File: src/design/dccs_pkg.sv
// Shared types, constants and helpers of the duty-cycle channel scheduler.
// No dependencies.
`timescale 1ns / 1ps
package dccs_pkg;

    localparam int NUM_CHANNELS = 16;
    localparam int CH_W = 4;

    typedef enum logic [2:0] {
        ACT_INIT    = 3'd0,
        ACT_CONFIG  = 3'd1,
        ACT_DISABLE = 3'd2,
        ACT_MASK    = 3'd3,
        ACT_RECORD  = 3'd4,
        ACT_NEXT    = 3'd5
    } action_t;

    localparam logic [1:0] ST_OK = 2'd0;
    localparam logic [1:0] ST_REJECT = 2'd1;
    localparam logic [1:0] ST_NONE = 2'd2;

    localparam logic [2:0] MASK_ALL = 3'd6;
    localparam logic [2:0] MASK_APPLY = 3'd0;

    localparam logic [30:0] MAX_WAIT_RESET = 31'd943718400;
    localparam logic [15:0] DEFAULT_RATES = 16'h003F;

    localparam logic [29:0] FREQ_DEF0 = 30'd868100000;
    localparam logic [29:0] FREQ_DEF1 = 30'd868300000;
    localparam logic [29:0] FREQ_DEF2 = 30'd868500000;

    typedef enum logic [3:0] {
        S_IDLE,
        S_RESET_BANDS,
        S_PICK,
        S_WALK,
        S_REC_MUL,
        S_DONE
    } state_t;

    typedef struct packed {
        logic [2:0]  action;
        logic [7:0]  channel_index;
        logic [29:0] frequency;
        logic [15:0] rate_map;
        logic [2:0]  mask_control;
        logic [15:0] channel_mask;
        logic [31:0] time_now;
        logic [21:0] airtime;
        logic [3:0]  data_rate;
        logic [23:0] random_bits;
    } cmd_t;

    typedef struct packed {
        logic [1:0]  status;
        logic [3:0]  channel;
        logic [1:0]  band;
        logic [29:0] tx_frequency;
        logic [31:0] ready_time;
    } rsp_t;

    function automatic logic [1:0] classify(input logic [29:0] f);
        logic [1:0] b;
        b = 2'd0;
        if (f >= 30'd869400000 && f <= 30'd869650000)
            b = 2'd2;
        else if ((f >= 30'd868000000 && f <= 30'd868600000)
                 || (f >= 30'd869700000 && f <= 30'd870000000))
            b = 2'd1;
        return b;
    endfunction

    function automatic logic [9:0] band_cap(input logic [1:0] b);
        logic [9:0] c;
        case (b)
            2'd0: c = 10'd1000;
            2'd1: c = 10'd100;
            default: c = 10'd10;
        endcase
        return c;
    endfunction

endpackage

File: src/design/dccs_chan_table.sv
// Channel table: frequency, band, rate map and enable per channel.
// Depends on dccs_pkg.
`timescale 1ns / 1ps
module dccs_chan_table (
    input  logic                      clk,
    input  logic                      rst_n,
    input  logic                      wr_en,
    input  logic [dccs_pkg::CH_W-1:0] wr_idx,
    input  logic [29:0]               wr_freq,
    input  logic [15:0]               wr_rates,
    input  logic                      en_load,
    input  logic [dccs_pkg::NUM_CHANNELS-1:0] en_next,
    input  logic [dccs_pkg::CH_W-1:0] rd_idx,
    output logic [29:0]               rd_freq,
    output logic [1:0]                rd_band,
    output logic [15:0]               rd_rates,
    output logic [dccs_pkg::NUM_CHANNELS-1:0] enabled
);
    import dccs_pkg::*;

    logic [29:0] freq_reg  [NUM_CHANNELS];
    logic [1:0]  band_reg  [NUM_CHANNELS];
    logic [15:0] rates_reg [NUM_CHANNELS];
    logic [NUM_CHANNELS-1:0] en_reg;

    always_ff @(posedge clk or negedge rst_n)
    begin
        if (!rst_n)
        begin
            for (int i = 0; i < NUM_CHANNELS; i++)
            begin
                freq_reg[i]  <= '0;
                band_reg[i]  <= '0;
                rates_reg[i] <= '0;
            end
            en_reg <= '0;
        end
        else
        begin
            if (en_load)
                en_reg <= en_next;
            if (wr_en)
            begin
                freq_reg[wr_idx]  <= wr_freq;
                band_reg[wr_idx]  <= classify(wr_freq);
                rates_reg[wr_idx] <= (wr_rates == '0) ? DEFAULT_RATES : wr_rates;
            end
        end
    end

    assign rd_freq  = freq_reg[rd_idx];
    assign rd_band  = band_reg[rd_idx];
    assign rd_rates = rates_reg[rd_idx];
    assign enabled  = en_reg;
endmodule

File: src/design/duty_cycle_channel_scheduler_unit.sv
// Top level of the duty-cycle channel scheduler: sequencer, band registers
// and one shared 32-bit adder/comparator. Depends on dccs_pkg, dccs_chan_table.
`timescale 1ns / 1ps
// A command is taken when start is high and busy is low; its one result shows
// on rsp with done high for a single cycle and cannot be held off. Disable,
// configure, mask and rejected actions go straight to the result; init makes
// three table writes, the last one together with the band reset; record
// multiplies, then adds; next runs band compares and then a channel walk per
// round, over at most 4 rounds, one band compare through the shared unit or
// one channel probe per cycle.
module duty_cycle_channel_scheduler_unit (
    input  logic             clk,
    input  logic             rst_n,
    input  logic             start,
    output logic             busy,
    input  dccs_pkg::cmd_t   cmd,
    output logic             done,
    output dccs_pkg::rsp_t   rsp,
    input  logic             max_wait_we,
    input  logic [30:0]      max_wait_wdata
);
    import dccs_pkg::*;

    localparam int CNT_W = $clog2(NUM_CHANNELS + 1);

    state_t state_reg, state_next;
    cmd_t   cmd_reg, cmd_next;
    logic [30:0] max_wait_reg;
    logic [31:0] band_ready_reg [3];
    logic [31:0] band_ready_next [3];
    logic [CH_W-1:0] last_reg [3];
    logic [CH_W-1:0] last_next [3];
    logic [CH_W-1:0] tx_reg, tx_next;
    logic [1:0] status_reg, status_next;
    logic [29:0] txf_reg, txf_next;
    logic [31:0] ready_reg, ready_next;
    logic done_reg, done_next;
    logic [1:0] step_reg, step_next;
    logic [2:0] bmap_reg, bmap_next;
    logic [2:0] round_reg, round_next;
    logic [31:0] mint_reg, mint_next;
    logic [1:0] band_reg, band_next;
    logic found_band_reg, found_band_next;
    logic [CH_W-1:0] ch_reg, ch_next;
    logic [CNT_W-1:0] ci_reg, ci_next;
    logic [31:0] prod_reg, prod_next;

    logic wr_en, en_load;
    logic [CH_W-1:0] wr_idx, rd_idx;
    logic [29:0] wr_freq, rd_freq;
    logic [15:0] wr_rates, rd_rates;
    logic [1:0] rd_band;
    logic [NUM_CHANNELS-1:0] enabled, en_next;

    logic [31:0] alu_a, alu_b, alu_sum;
    logic alu_sub;

    dccs_chan_table u_table (
        .clk(clk), .rst_n(rst_n),
        .wr_en(wr_en), .wr_idx(wr_idx), .wr_freq(wr_freq), .wr_rates(wr_rates),
        .en_load(en_load), .en_next(en_next),
        .rd_idx(rd_idx), .rd_freq(rd_freq), .rd_band(rd_band),
        .rd_rates(rd_rates), .enabled(enabled)
    );

    // shared adder
    assign alu_sum = alu_sub ? (alu_a - alu_b) : (alu_a + alu_b);

    function automatic logic [CH_W-1:0] wrap_inc(input logic [CH_W-1:0] c);
        logic [CH_W:0] n;
        n = {1'b0, c} + 1'b1;
        if (n >= (CH_W+1)'(NUM_CHANNELS))
            n = n - (CH_W+1)'(NUM_CHANNELS);
        return n[CH_W-1:0];
    endfunction

    function automatic logic [CH_W-1:0] rnd_chan(input logic [7:0] r);
        return CH_W'(r % NUM_CHANNELS);
    endfunction

    always_ff @(posedge clk or negedge rst_n)
    begin
        if (!rst_n)
        begin
            state_reg <= S_IDLE;
            max_wait_reg <= MAX_WAIT_RESET;
            for (int i = 0; i < 3; i++)
            begin
                band_ready_reg[i] <= '0;
                last_reg[i] <= '0;
            end
            tx_reg <= '0;
            done_reg <= 1'b0;
            step_reg <= '0;
            bmap_reg <= '0;
            round_reg <= '0;
            band_reg <= '0;
            found_band_reg <= 1'b0;
            ch_reg <= '0;
            ci_reg <= '0;
        end
        else
        begin
            state_reg <= state_next;
            if (max_wait_we)
                max_wait_reg <= max_wait_wdata;
            for (int i = 0; i < 3; i++)
            begin
                band_ready_reg[i] <= band_ready_next[i];
                last_reg[i] <= last_next[i];
            end
            tx_reg <= tx_next;
            done_reg <= done_next;
            step_reg <= step_next;
            bmap_reg <= bmap_next;
            round_reg <= round_next;
            band_reg <= band_next;
            found_band_reg <= found_band_next;
            ch_reg <= ch_next;
            ci_reg <= ci_next;
        end
    end

    always_ff @(posedge clk)
    begin
        cmd_reg <= cmd_next;
        status_reg <= status_next;
        txf_reg <= txf_next;
        ready_reg <= ready_next;
        mint_reg <= mint_next;
        prod_reg <= prod_next;
    end

    always_comb
    begin
        state_next = state_reg;
        cmd_next = cmd_reg;
        band_ready_next = band_ready_reg;
        last_next = last_reg;
        tx_next = tx_reg;
        status_next = status_reg;
        txf_next = txf_reg;
        ready_next = ready_reg;
        done_next = 1'b0;
        step_next = step_reg;
        bmap_next = bmap_reg;
        round_next = round_reg;
        mint_next = mint_reg;
        band_next = band_reg;
        found_band_next = found_band_reg;
        ch_next = ch_reg;
        ci_next = ci_reg;
        prod_next = prod_reg;
        wr_en = 1'b0;
        wr_idx = '0;
        wr_freq = '0;
        wr_rates = '0;
        en_load = 1'b0;
        en_next = enabled;
        rd_idx = tx_reg;
        alu_a = '0;
        alu_b = '0;
        alu_sub = 1'b0;

        case (state_reg)
            S_IDLE:
            begin
                if (start && !busy)
                begin
                    cmd_next = cmd;
                    status_next = ST_OK;
                    txf_next = '0;
                    ready_next = '0;
                    step_next = '0;
                    state_next = S_DONE;
                    case (cmd.action)
                        ACT_INIT:
                        begin
                            en_load = 1'b1;
                            en_next = '0;
                            state_next = S_RESET_BANDS;
                        end
                        ACT_CONFIG:
                        begin
                            if (cmd.channel_index >= 8'(NUM_CHANNELS))
                                status_next = ST_REJECT;
                            else
                            begin
                                wr_en = 1'b1;
                                wr_idx = cmd.channel_index[CH_W-1:0];
                                wr_freq = cmd.frequency;
                                wr_rates = cmd.rate_map;
                                en_load = 1'b1;
                                en_next = enabled;
                                en_next[cmd.channel_index[CH_W-1:0]] = 1'b1;
                            end
                        end
                        ACT_DISABLE:
                        begin
                            if (cmd.channel_index >= 8'(NUM_CHANNELS))
                                status_next = ST_REJECT;
                            else
                            begin
                                en_load = 1'b1;
                                en_next = enabled;
                                en_next[cmd.channel_index[CH_W-1:0]] = 1'b0;
                            end
                        end
                        ACT_MASK:
                        begin
                            if (cmd.mask_control == MASK_ALL)
                            begin
                                en_load = 1'b1;
                                en_next = '1;
                            end
                            else if (cmd.mask_control != MASK_APPLY
                                     || cmd.channel_mask == '0)
                                status_next = ST_REJECT;
                            else
                            begin
                                en_load = 1'b1;
                                en_next = enabled
                                    | cmd.channel_mask[NUM_CHANNELS-1:0];
                            end
                        end
                        ACT_RECORD:
                        begin
                            state_next = S_REC_MUL;
                        end
                        ACT_NEXT:
                        begin
                            bmap_next = 3'b111;
                            round_next = '0;
                            step_next = '0;
                            mint_next = cmd.time_now + {1'b0, max_wait_reg};
                            found_band_next = 1'b0;
                            band_next = '0;
                            state_next = S_PICK;
                        end
                        default:
                            status_next = ST_REJECT;
                    endcase
                end
            end

            S_RESET_BANDS:
            begin
                // init: write default channel per step; the last step also sets the bands
                wr_en = 1'b1;
                wr_idx = CH_W'(step_reg);
                wr_rates = '0;
                case (step_reg)
                    2'd0: wr_freq = FREQ_DEF0;
                    2'd1: wr_freq = FREQ_DEF1;
                    default: wr_freq = FREQ_DEF2;
                endcase
                en_load = 1'b1;
                en_next = enabled;
                en_next[CH_W'(step_reg)] = 1'b1;
                step_next = step_reg + 2'd1;
                if (step_reg == 2'd2)
                begin
                    for (int i = 0; i < 3; i++)
                    begin
                        band_ready_next[i] = cmd_reg.time_now;
                        last_next[i] = rnd_chan(cmd_reg.random_bits[8*i +: 8]);
                    end
                    state_next = S_DONE;
                end
            end

            S_REC_MUL:
            begin
                rd_idx = tx_reg;
                if (step_reg == 2'd0)
                begin
                    prod_next = 32'(band_cap(rd_band > 2'd2 ? 2'd2 : rd_band)
                                    * cmd_reg.airtime);
                    step_next = 2'd1;
                end
                else
                begin
                    alu_a = cmd_reg.time_now;
                    alu_b = prod_reg;
                    txf_next = rd_freq;
                    ready_next = alu_sum;
                    band_ready_next[(rd_band > 2'd2) ? 2'd2 : rd_band] = alu_sum;
                    state_next = S_DONE;
                end
            end

            S_PICK:
            begin
                // one band compare per step
                if (step_reg == 2'd3)
                begin
                    if (!found_band_reg)
                    begin
                        for (int i = 0; i < 3; i++)
                        begin
                            band_ready_next[i] = cmd_reg.time_now;
                            last_next[i] =
                                rnd_chan(cmd_reg.random_bits[8*i +: 8]);
                        end
                        band_next = '0;
                        ch_next = rnd_chan(cmd_reg.random_bits[7:0]);
                    end
                    else
                        ch_next = last_reg[band_reg];
                    ci_next = '0;
                    state_next = S_WALK;
                end
                else
                begin
                    alu_a = mint_reg;
                    alu_b = band_ready_reg[step_reg];
                    alu_sub = 1'b1;
                    if (bmap_reg[step_reg] && !alu_sum[31] && alu_sum != '0)
                    begin
                        band_next = step_reg;
                        found_band_next = 1'b1;
                        mint_next = band_ready_reg[step_reg];
                    end
                    step_next = step_reg + 2'd1;
                end
            end

            S_WALK:
            begin
                rd_idx = wrap_inc(ch_reg);
                if (ci_reg == CNT_W'(NUM_CHANNELS))
                begin
                    bmap_next = bmap_reg & ~(3'b001 << band_reg);
                    round_next = round_reg + 3'd1;
                    if (round_reg == 3'd3 || bmap_next == '0)
                    begin
                        status_next = ST_NONE;
                        ready_next = cmd_reg.time_now;
                        state_next = S_DONE;
                    end
                    else
                    begin
                        step_next = '0;
                        found_band_next = 1'b0;
                        mint_next = cmd_reg.time_now + {1'b0, max_wait_reg};
                        state_next = S_PICK;
                    end
                end
                else
                begin
                    ch_next = rd_idx;
                    ci_next = ci_reg + 1'b1;
                    if (enabled[rd_idx] && rd_band == band_reg
                        && rd_rates[cmd_reg.data_rate])
                    begin
                        last_next[band_reg] = rd_idx;
                        tx_next = rd_idx;
                        ready_next = band_ready_reg[band_reg];
                        state_next = S_DONE;
                    end
                end
            end

            S_DONE:
            begin
                rd_idx = tx_reg;
                done_next = 1'b1;
                state_next = S_IDLE;
            end

            default:
                state_next = S_IDLE;
        endcase
    end

    logic [1:0] out_band;
    always_comb
    begin
        out_band = '0;
        if (state_reg == S_DONE)
            out_band = rd_band;
    end

    logic [1:0] band_hold_reg;
    always_ff @(posedge clk)
    begin
        band_hold_reg <= out_band;
    end

    assign busy = (state_reg != S_IDLE) || done_reg;
    assign done = done_reg;
    assign rsp.status = status_reg;
    assign rsp.channel = tx_reg;
    assign rsp.band = band_hold_reg;
    assign rsp.tx_frequency = txf_reg;
    assign rsp.ready_time = ready_reg;
endmodule
File: config.mk
export PLATFORM = sky130hd
export DESIGN_NAME = duty_cycle_channel_scheduler_unit
export DESIGN_NICKNAME = d
export VERILOG_FILES = /design/src/design/dccs_pkg.sv /design/src/design/dccs_chan_table.sv /design/src/design/duty_cycle_channel_scheduler_unit.sv
export SDC_FILE = /design/constraint.sdc
export NUM_CORES = 2
export LEC_CHECK = 0
export ABC_AREA = 0
export BUFFER_PORTS_ARGS = -buffer_cell sky130_fd_sc_hd__clkbuf_2
export CORE_MARGIN = 4
export CORE_UTILIZATION = 50
export DETAILED_ROUTE_END_ITERATION = 7
export PLACE_DENSITY_LB_ADDON = 0.3
export SYNTH_ARGS = -nofsm -noshare
export SYNTH_HDL_FRONTEND = slang
export SYNTH_SLANG_ARGS = --single-unit
File: constraint.sdc
create_clock -name clk -period 20.7 [get_ports clk]
set_input_delay 4.14 -clock clk [delete_from_list [all_inputs] [get_ports clk]]
set_output_delay 4.14 -clock clk [all_outputs]
set_load 0.05 [all_outputs]
==> results.toml <==
[global_route]
antenna_found_initial = 10
grtUsageTotal = 0.289
grt_start_max_net_pins = 178
first_global_vias = 49800
grt_first_pass_wirelength_um = 296000
grt_overflow_total = 0

[sta]
slew_violations = 0
period_needed_ps = 10690
rsz0062_at_grt = "false"
worst_slew_pin_slew_ps = 1190
clock_skew_ps = 63.9
setup_tns_ps = 0
hold_slack_ps = 469
hold_viol_final = 0
fin_crit_sh = 0.516
maxSlewHeadroom = 0.206
setup_viol = 0
max_freq_ghz = 0.0936
setup_slack_ps = 10010

[clock_network]
cts_buffer_depth = 3
root_buffer = "clkbuf_16"
clk_latency_ps = 760
cts_made_buffers = 121
clock-sinks = 1150
cts_resized = 0
ctsHoldBuffers = 0
post_cts_buffers = 0
htreeDepth = 3
clk_pin_slew_ps = 70
cts_tree = "yes"

[layout]
layout.nets = 6959
drive_above_1_share = 0.138
area.growth.synth_to_final_pct = 10.7
register_area_um2 = 29800
final_cell_mix = "nand2_1 (1,553), dfrtp_1 (945), o21ai_0 (870)"
nFillCells = 10800
largest_register_ffs = 480
utilization = 0.557
final_common_cell = "nand2_1"
multi_input_area_um2 = 31000

[yosys]
ys_seq_area_frac = 0.472
yosys_most_used_dff = "dfrtp_1"
syn-num-nets = 6949
syn_area_um2 = 63100
synth_edf_count = 197
synth_largest_area_cell = "dfrtp_1"
ys_warn_count = 0
synthCells = 6464
yosys.area.top_type_share = 0.376
synthTopCellsByArea = "dfrtp_1 (38%), edfxtp_1 (9.4%), nand2_1 (9.3%), o21ai_0 (6.9%), mux4_2 (5.6%)"
syn_avg_cell_area_um2 = 9.76
ys_ff_latch = 1150
synth_async_sr_flop_share = 0.827
synth.distinct_cells = 99

[pwr]
p_total_mw = 13.5
powerDensity_nw_per_um2 = 194
power_frac_comb = 0.590
p_leak_nw = 31.1
seqPwrFrac = 0.241
pwr-share-clk = 0.168
p_sw_mw = 6.16
vdd_drop_max_uv = 425
internal_power_mw = 7.38
p_sw_frac = 0.455

[worst_setup_path]
worstSetupPathType = "reg -> reg"
rr_worst_depth = 32
path_max_fanout = 55
start_kind = "flop"
slowest_delay_ps = 820
cp.arrival_ps = 11130
crit_path_end_kind = "flop"
crit_slowest_cell = "dfrtp_1"
required_ps = 21150

[floorplan]
ios = 265
core_um2 = 125000
die_w_um = 363
die_y_um = 363
start_util = 0.503
num_rows = 130
die-area_um2 = 132000

[place]
pre_cts_ws_ps = 10130
place.gp.congestion = 0.948
io_buffers = 252
hpwl_um = 120000

[hold_path]
holdPathStages = 2
min_path_type = "reg -> reg"

[route]
drt_iter0_markers = 5200
vias = 50400
drt_pass1_iterations = 7
wirelength_um = 192000
drcViolationCount = 0
routedWlPerCell_um = 23.3
via_per_inst = 6.12
ant_nets = 0

[job]
max-cap-violations = 0

[outcome]
status = "completed"
## cell usage after synthesis (all sizes together) (93+ instances only)
cell type and number:
mux2 107, dfrtp 947, ha 175, clkbuf 390, edfxtp 197, mux2i 115
nand3 134, nor3 93, o21ai 878, a21oi 228, nand2 1571, inv 195
mux4 176, nor2 248, fa 117
## critical path: cells and delay by family (launching register included)
family | cells | cell delay (ps)
buffers and inverters | 7 | 1980
XOR/XNOR | 1 | 70
multiplexers | 1 | 580
flip-flops | 1 | 820
AND/OR/NAND/NOR | 6 | 1140
AO/OA/AOI/OAI | 11 | 3090
adder cells (fa/ha/maj) | 6 | 2620
## metrics by stage
step                instances  cell area [µm²]
floorplan                6464            63100
global placement         8001            65600
detailed placement       8001            65600
CTS                      8229            69800
global route             8231            69800
finish                   8231            69800
## final cells by class
class	count	share of cell area
clock buffers	163	0.0488
inverters	195	0.0105
clock inverters	65	0.0116
diodes	2	0.0000717
multi-input cells	4653	0.444
well taps	1650	0.0296
repair buffers	353	0.0296
flip-flops and latches	1150	0.426
## power by group through the flow
stage	Sequential, mW	Clock [mW]	Combinational, mW
6_report	3.27	2.28	7.99
5_1_grt	3.30	2.41	8.85
4_1_cts	3.26	2.31	7.90
3_5_place_dp	3.30	0	7.83
3_3_place_gp	3.28	0	7.69
2_1_floorplan	3.41	0	5.70
## layer usage
| metal | routed length (µm) | vias up | global-route usage |
|---|---|---|---|
| met5 | 21 | - | 0 |
| met4 | 8620 | 4 | 0.131 |
| met3 | 16800 | 460 | 0.0488 |
| met2 | 87100 | 2274 | 0.452 |
| met1 | 79000 | 24900 | 0.398 |
| li1 | - | 22700 | - |
## kinds of logic after synthesis
group | count (synthesis) | synth area share
flops | 1150 | 0.472
fa+ha+maj | 292 | 0.0718
simple gates | 2339 | 0.157
mux | 398 | 0.102
xor+xnor | 82 | 0.0114
compound gates | 1542 | 0.144
buf+inv | 661 | 0.0421
## final timing paths
path                                       start                    end  slack (ps)
setup / recovery                    state_reg[1]           prod_reg[30]       10010
hold / removal             u_table.rates_reg[61]  u_table.rates_reg[61]         470
setup reg to reg                    state_reg[1]           prod_reg[30]       10010
hold reg to reg            u_table.rates_reg[61]  u_table.rates_reg[61]         470
max in group asynchronous                  rst_n  u_table.freq_reg[440]       13120
min in group asynchronous                  rst_n       max_wait_reg[10]        3490
Note: power is estimated with default switching activity, not from simulation.
